==> config.mk <==
export PLATFORM = sky130hd
export DESIGN_NAME = pws_cfg
export DESIGN_NICKNAME = d
export VERILOG_FILES = /design/src/hdl/pws_pkg.sv /design/src/hdl/pws_cfg.sv
export SDC_FILE = /design/constraint.sdc
export NUM_CORES = 1
export LEC_CHECK = 0
export BUFFER_PORTS_ARGS = -buffer_cell sky130_fd_sc_hd__buf_2
export CAP_MARGIN = 40
export CORE_ASPECT_RATIO = 1.5
export CORE_MARGIN = 4
export CORE_UTILIZATION = 45
export DETAILED_ROUTE_END_ITERATION = 10
export PLACE_DENSITY = 0.86
export SLEW_MARGIN = 25
export SYNTH_ARGS = -nofsm -noshare
export SYNTH_HDL_FRONTEND = slang
export SYNTH_SLANG_ARGS = --single-unit
==> constraint.sdc <==
create_clock -name clk -period 1.55 [get_ports clk]
set_input_delay 0.0775 -clock clk [delete_from_list [all_inputs] [get_ports clk]]
set_output_delay 0.0775 -clock clk [all_outputs]
set_load 0.02 [all_outputs]
==> src/hdl/pws_pkg.sv <==
// ----------------------------------------------------------------------------
// pws_pkg: shared types and constants of the 2x2 weighted solve pipeline
// Holds the stage records and the CORDIC arctangent table.
// ----------------------------------------------------------------------------
`default_nettype none

package pws_pkg;

  localparam int DivSteps    = 32;
  localparam int CordicSteps = 18;
  localparam int ZW          = 22;
  localparam int CW          = 36;

  localparam logic signed [ZW-1:0] AngPi = 22'sd524288;

  // Register index decoded from paddr[3].
  localparam logic REG_DET_THR = 1'b0;

  typedef struct packed {
    logic               solved;
    logic [30:0]        w_xx;
    logic signed [31:0] w_xy;
    logic [30:0]        w_yy;
  } side_t;

  // One division lane: partial remainder and a quotient register that
  // first holds the low numerator bits and shifts quotient bits in.
  typedef struct packed {
    logic        neg;
    logic        ovf;
    logic [62:0] rem;
    logic [31:0] quo;
  } lane_t;

  typedef struct packed {
    logic        valid;
    side_t       side;
    logic [62:0] den;
    lane_t       lx;
    lane_t       ly;
  } div_stage_t;

  typedef struct packed {
    logic               valid;
    side_t              side;
    logic signed [31:0] ox;
    logic signed [31:0] oy;
  } sol_t;

  typedef struct packed {
    logic               valid;
    side_t              side;
    logic signed [31:0] ox;
    logic signed [31:0] oy;
    logic               zero;
    logic signed [CW-1:0] x;
    logic signed [CW-1:0] y;
    logic signed [ZW-1:0] z;
  } cord_t;

  function automatic logic signed [ZW-1:0] atan_val(input logic [4:0] i);
    logic signed [ZW-1:0] v;
    unique case (i)
      5'd0:  v = 22'sd131072;
      5'd1:  v = 22'sd77376;
      5'd2:  v = 22'sd40884;
      5'd3:  v = 22'sd20753;
      5'd4:  v = 22'sd10417;
      5'd5:  v = 22'sd5213;
      5'd6:  v = 22'sd2607;
      5'd7:  v = 22'sd1304;
      5'd8:  v = 22'sd652;
      5'd9:  v = 22'sd326;
      5'd10: v = 22'sd163;
      5'd11: v = 22'sd81;
      5'd12: v = 22'sd41;
      5'd13: v = 22'sd20;
      5'd14: v = 22'sd10;
      5'd15: v = 22'sd5;
      5'd16: v = 22'sd3;
      5'd17: v = 22'sd1;
      default: v = '0;
    endcase
    return v;
  endfunction

endpackage

`default_nettype wire

==> src/hdl/pws_cfg.sv <==
// ----------------------------------------------------------------------------
// pws_cfg: configuration register file
// APB-style access to the determinant threshold.
// ----------------------------------------------------------------------------
`default_nettype none

module pws_cfg (
  input  wire logic        clk,
  input  wire logic        rst_n,
  input  wire logic        psel,
  input  wire logic        penable,
  input  wire logic        pwrite,
  input  wire logic [3:0]  paddr,
  input  wire logic [63:0] pwdata,
  output logic [63:0]      prdata,
  output logic             pready,
  output logic [61:0]      thr
);

  logic [61:0] thr_r;

  assign pready = 1'b1;
  assign thr    = thr_r;

  always_ff @(posedge clk) begin
    if (!rst_n) begin
      thr_r <= '0;
    end else if (psel && penable && pwrite && paddr[3] == pws_pkg::REG_DET_THR) begin
      thr_r <= pwdata[61:0];
    end
  end

  always_comb begin
    prdata = '0;
    if (paddr[3] == pws_pkg::REG_DET_THR) begin
      prdata = {2'b00, thr_r};
    end
  end

endmodule

`default_nettype wire

[Word level (Yosys, flattened, before mapping)]
Index checks and enable logic that the tools add are counted.
Word-level totals
  register bits after elaboration: 62
  output and inout bits: 127
  logic and storage cells: 6
  input port bits: 73
Operators by class
  bitwise gates (word level): 1
  reduce and logical (&&, ||, !) cells: 3
  mux-type cells: 1
Operator list (count)
  $mux 62: 1
  $logic_and 1x1->1: 3
  $not 1->1: 1

[Depth between registers and ports, before layout]
Gate-level depths: netlist of the first run.
  word-level depth: 3
  gate-level depth with buffers: 5
  gate-level depth less buffers: 2

[Least setup slack after synthesis of the first run]
Ideal clock, no wire load.
  path type: input port to flip-flop
  start point: input port rst_n
  end point: register thr_r[59] (netlist: thr[59])
  cell stages on the path: 5
  buffers on the path: 3
  setup time: 0.072 ns
  slack: 0.648 ns
  arrival: 0.830 ns
  data required time: 1.478 ns
  path through: buf_2 -> buf_2 -> clkbuf_1 -> nand2_1 -> mux2i_1
RTL lines
  start, declared: line pws_cfg.sv:9  | input wire logic rst_n,
  end signal, assigned: line pws_cfg.sv:29  | thr_r <= pwdata[61:0];
  end, declared: line pws_cfg.sv:20  | logic [61:0] thr_r;

[Worst setup path after layout of the first run]
  start point: register thr_r[19] (netlist: thr[19])
  end point: output port prdata[19]
On the way
  cells in the longest elaborated chain, start to end: 1
RTL lines
  $mux 62: line pws_cfg.sv:35  | if (paddr[3] == pws_pkg::REG_DET_THR) begin
  end, declared: line pws_cfg.sv:15  | output logic [63:0] prdata,
Every way passes these cells.

==> metrics, run 1 <==
Lkg Pwr 0.00230 uW; minimum clock period 1.15 ns; post-CTS setup buffer count 0; Top delay family on crit path flip-flops; power share of the clock group 35.4%; commonest non-fill, non-tap cell in the layout buf_2; core area 0.00644 mm^2; Crit path buffers/inverters 1; most frequent cells in the layout buf_2, nand2_1, mux2i_1, dfxtp_1, nor2b_1; post_cts resized 0; largest stage delay on the critical path 0.37 ns; P_int 2510 uW; DRC errors left 0; CTS tree yes; Comb pwr share 15.9%; drt pass-1 iters 4; Max IR drop VDD 0.602 mV; Critical-path top delay cell dfxtp_1; top-area cell type share of the netlist area 41.8%; total track usage 23.0%; Synth area leader dfxtp_1; hold crit path type input pin to register; Via Count 3137; WL per Instance 14.3 um; met2 wire len 5.14 mm; Die X 74.3 um; global-route wire length before repair 14.4 mm; Power Density 737 mW/mm^2; status complete, no violations; Die Area 0.00799 mm^2; Vias/cell 4.77; Ys Warns 0; Reg clk slew, reported paths 0.08 ns; Post-Syn Instances 343; max FFs per register 62; Worst Path Arrival 1.07 ns; effective utilization at floorplan 46.1%; Avg Cell Area, Syn 8.66 um^2; ANT cells 0; met3 wire length 545 um; Rows 36; io pins 200; metal1 wirelength 3.51 mm; Port Buf Inserts 191; highest clock rate 869 MHz; CTS Root Cell clkbuf_8; Cell Area, Synth 0.00297 mm^2; layout cells sized above 1 36.4%; Yosys reg bits 62; Sequential Power Share 48.6%; number of global-route vias before repair 3072; final antenna-violating net count 0; final WL 9.40 mm; layout net count 650; Netlist cell types 12; Num Clock Sinks 62; Final Cycle Share 74.3%; DP Wirelength 5.71 mm; Die Height 107 um; dominant cells by area after synthesis dfxtp_1, mux2i_1, nand2_1; Critical Path RT 1.47 ns; setup TNS 0 ns; GP Congestion 0.787; Worst Setup Slack, final 0.399 ns; # hold bufs at CTS 57; Core Util, Final 71.7%; max_cap viols 0; Clock Skew 0 ns; Clock Tree Buf Depth 2; initial antenna violation count 0; Crit Path Max Fanout 3; DP Worst Slack 0.351 ns; RSZ-0062 raised after global routing false; gr ovfl total 0; # setup viols final 0; drt first-iter violations 133; Top Layer Used met4; synthesis-to-layout area growth 55.5%; CP Launch Type register; Switching Power 890 uW; Skew-Pair Late Insertion Delay 0.33 ns; Max H-tree Level 3; Seq/Total Area, Yosys 41.8%; CTS Buf Count 9; Switching Share 26.2%; largest net degree at the start of global routing 125; final hold viol count 0; crit-path cells nor2b_1 > buf_2; Crit. End Element output pin; Slew Limit Fails 0; Crit Path Class register to output pin
## cell families after synthesis
kind of cell / count (synthesis) / synth area share (%)
DFF: 62 / 41.8
muxes: 62 / 20.9
and+or+nand+nor: 187 / 29.2
other: 2 / 0.253
buffers and inverters: 30 / 7.80
## cell usage after synthesis
master	n
nor2b_1	60
buf_2	2
buf_12	6
buf_4	3
and2b_2	2
buf_6	1
conb_1	2
clkbuf_1	18
and4b_1	1
mux2i_1	62
dfxtp_1	62
nand2_1	124
## through the flow
stage | hold slack (ns) | cell area (um^2) | instances | total power [uW]
floorplan | 0.220 | 2970 | 344 | 1950
global placement | 0.325 | 3880 | 585 | 2090
detailed placement | 0.331 | 3880 | 585 | 2110
CTS | 0.000471 | 4620 | 658 | 3420
global route | 0.0166 | 4620 | 658 | 3550
finish | 0.0155 | 4620 | 658 | 3400
## path summary, 6_finish.rpt
| path | start | to | slack, ns | cells past startpoint |
|---|---|---|---|---|
| min reg2reg | thr[59] | thr[59] | 0.47 | 2 |
| max | thr[19] | prdata[19] | 0.40 | 2 |
| max reg2reg | thr[24] | thr[24] | 0.86 | 2 |
| min | pwdata[49] | thr[49] | 0.02 | 3 |
## area by class of cell
class | instances | area [um^2]
timing repair buffer | 252 | 1610
sequential | 62 | 1240
clock buffer | 12 | 145
multi-input combinational | 252 | 1500
tap | 76 | 95.1
fill | 456 | 1820
clock inverter | 4 | 22.5
## metal layers
metal	track usage (%)	vias to the layer above
li1	-	1535
met1	24.2	1447
met2	42.8	137
met3	4.77	18
met4	9.80	0
met5	0	-
## tightest hold or removal path, cell delays in order
cell and delay (ns):
buf_2 0.09, nand2_1 0.05, mux2i_1 0.07
## power by group through the flow
stage / registers, uW / clock network, uW / logic (uW)
6_report: 1650 / 1210 / 542
4_1_cts: 1650 / 1230 / 535
3_3_place_gp: 1690 / 0 / 408
5_1_grt: 1660 / 1310 / 584
2_1_floorplan: 1730 / 0 / 225
3_5_place_dp: 1690 / 0 / 419
Power figures use the tool's default switching activity.
==> inputs of run 2 (changes only) <==
--- a/config.mk
+++ b/config.mk
@@ -5,13 +5,14 @@
 export SDC_FILE = /design/constraint.sdc
 export NUM_CORES = 1
 export LEC_CHECK = 0
+export ABC_AREA = 1
 export BUFFER_PORTS_ARGS = -buffer_cell sky130_fd_sc_hd__buf_2
 export CAP_MARGIN = 40
 export CORE_ASPECT_RATIO = 1.5
 export CORE_MARGIN = 4
-export CORE_UTILIZATION = 45
+export CORE_UTILIZATION = 43
 export DETAILED_ROUTE_END_ITERATION = 10
-export PLACE_DENSITY = 0.86
+export PLACE_DENSITY = 0.8
 export SLEW_MARGIN = 25
 export SYNTH_ARGS = -nofsm -noshare
 export SYNTH_HDL_FRONTEND = slang
==> constraint.sdc (replaced) <==
create_clock -name clk -period 1.2 [get_ports clk]
set_input_delay 0.06 -clock clk [delete_from_list [all_inputs] [get_ports clk]]
set_output_delay 0.06 -clock clk [all_outputs]
set_load 0.02 [all_outputs]
==> run 2 against run 1 <==
Compared with the run above:
- synthesized cell count increased by 57%
- clock power rose by 21%
- global-route usage decreased by 3.7 points
- clock-buffer cell count is the same
- synthesized area rose by 8.5%
- power up 31%
- final cell count up 24%
- sequential share of layout area rose by 1.6 points
- combinational power is 48% higher
- wire length fell by 6.7%
- sequential cell count stayed put
- core utilization decreased by 12 points
- critical path type unchanged
- largest power group unchanged
==> metrics, run 2 <==
RSZ-0062 raised after global routing false; Rows 38; Netlist cell types 16; drt pass-1 iters 4; Crit path buffers/inverters 2; Die Area 0.00897 mm^2; Yosys reg bits 62; effective utilization at floorplan 44.3%; gr ovfl total 0; number of global-route vias before repair 3175; Slew Limit Fails 0; Tot Pwr 4460 uW; Ys Warns 0; Critical-path top delay cell dfxtp_1; Crit. End Element output pin; Top delay family on crit path flip-flops; # setup viols final 0; global-route wire length before repair 14.0 mm; most frequent cells in the layout buf_2, nor2_1, inv_1; dominant cells by area after synthesis dfxtp_1, nor2_1, inv_1; Skew-Pair Late Insertion Delay 0.32 ns; # hold bufs at CTS 0; Core Util, Final 59.9%; CTS tree yes; core area 0.00727 mm^2; Post-Syn Instances 540; layout cells sized above 1 30.2%; Final Cycle Share 88.9%; Cell Area, Synth 0.00322 mm^2; total track usage 19.3%; Synth area leader dfxtp_1; Rel. slew slack 45.0%; Synth top cells by count nor2_1, inv_1, dfxtp_1, nand2_1, nand3_1; Power Density 1020 mW/mm^2; Port Buf Inserts 191; final antenna-violating net count 0; largest net degree at the start of global routing 63; minimum clock period 1.07 ns; CP Launch Type register; Reg clk slew, reported paths 0.07 ns; slew of the pin with the lowest slew margin 0.825 ns; status complete, no violations; final hold viol count 0; Avg Cell Area, Syn 5.97 um^2; initial antenna violation count 1; Crit Path Max Fanout 3; drt first-iter violations 192; synthesis-to-layout area growth 35.3%; ANT cells 0; Crit Path Class register to output pin; register area 0.00124 mm^2; EDFF count, synth 0; layout net count 789; Clock Tree Buf Depth 2; top-area cell type share of the netlist area 38.5%; max FFs per register 62; dpl cells 805; WL per Instance 10.7 um; Num Clock Sinks 62; async set or reset register ratio after synthesis 0%; Die X 78.7 um; GP Congestion 0.781; DRC errors left 0; io pins 200; Die Height 114 um; final WL 8.77 mm; Vias/cell 4.36; Max IR drop VDD 0.550 mV; Clock Skew 0 ns; fin cells 819; fillers 727; DP Wirelength 6.56 mm; Lkg Pwr 0.00257 uW; ys flop type dfxtp_1; Seq/Total Area, Yosys 38.5%; Worst Path Arrival 1.01 ns; cell with the most instances after synthesis nor2_1; Max H-tree Level 3; post_cts resized 0; max_cap viols 0; CTS Buf Count 9; crit-path cells inv_1 > nor2_1 > buf_2; Multi-input gate area 0.00130 mm^2; hold crit path type input pin to register; commonest non-fill, non-tap cell in the layout buf_2; largest stage delay on the critical path 0.36 ns; post-CTS setup buffer count 0; highest clock rate 937 MHz; Via Count 3569; CTS Root Cell clkbuf_8; Critical Path RT 1.14 ns
run 2: layout make-up:
cell class / count / share of cell area (%)
repair buffers: 199 / 24.4
clock inverters: 2 / 0.230
multi-input cells: 317 / 29.7
clock buffers: 12 / 3.33
inverters: 127 / 10.9
flip-flops and latches: 62 / 28.5
well taps: 100 / 2.87
run 2: cell families after synthesis:
kind of cell,share of synthesized area (%)
simple gates,39.9
other cells,0.233
flops,38.5
buf+inv,21.4
run 2: power by group:
part	total [uW]	leakage [uW]	switching, uW	internal (uW)
logic	803	0.00198	502	301
clock network	1470	0.0000821	692	776
registers	2190	0.000504	54.4	2130
run 2: layer usage:
layer | wire length [um] | vias to the layer above | global-route usage (%)
li1 | - | 1879 | -
met2 | 4800 | 119 | 36.4
met1 | 3270 | 1556 | 20.6
met3 | 530 | 13 | 3.95
met4 | 155 | 2 | 7.82
met5 | 13 | - | 0
run 2: worst reg2reg max path, stage by stage (launching register included):
cell and delay (ns):
dfxtp_1 0.38, nor2_1 0.07, nor2_1 0.15
run 2: stage by stage:
step,instance area [um^2],hold slack [ns],TNS [ns],setup slack (ns)
floorplan,3230,0.279,0,0.358
global placement,4210,0.367,-0.218,-0.0182
detailed placement,4210,0.379,-0.552,-0.0480
CTS,4360,0.0268,0,0.0968
global route,4360,0.0498,0,0.0221
finish,4360,0.0426,0,0.133
run 2: worst paths after layout:
check        startpoint    endpoint  slack [ns]  depth (start not counted)
max             thr[28]  prdata[28]        0.13                          3
min          pwdata[36]     thr[36]        0.04                          5
max reg2reg     thr[34]     thr[34]        0.54                          2
min reg2reg     thr[38]     thr[38]        0.50                          2
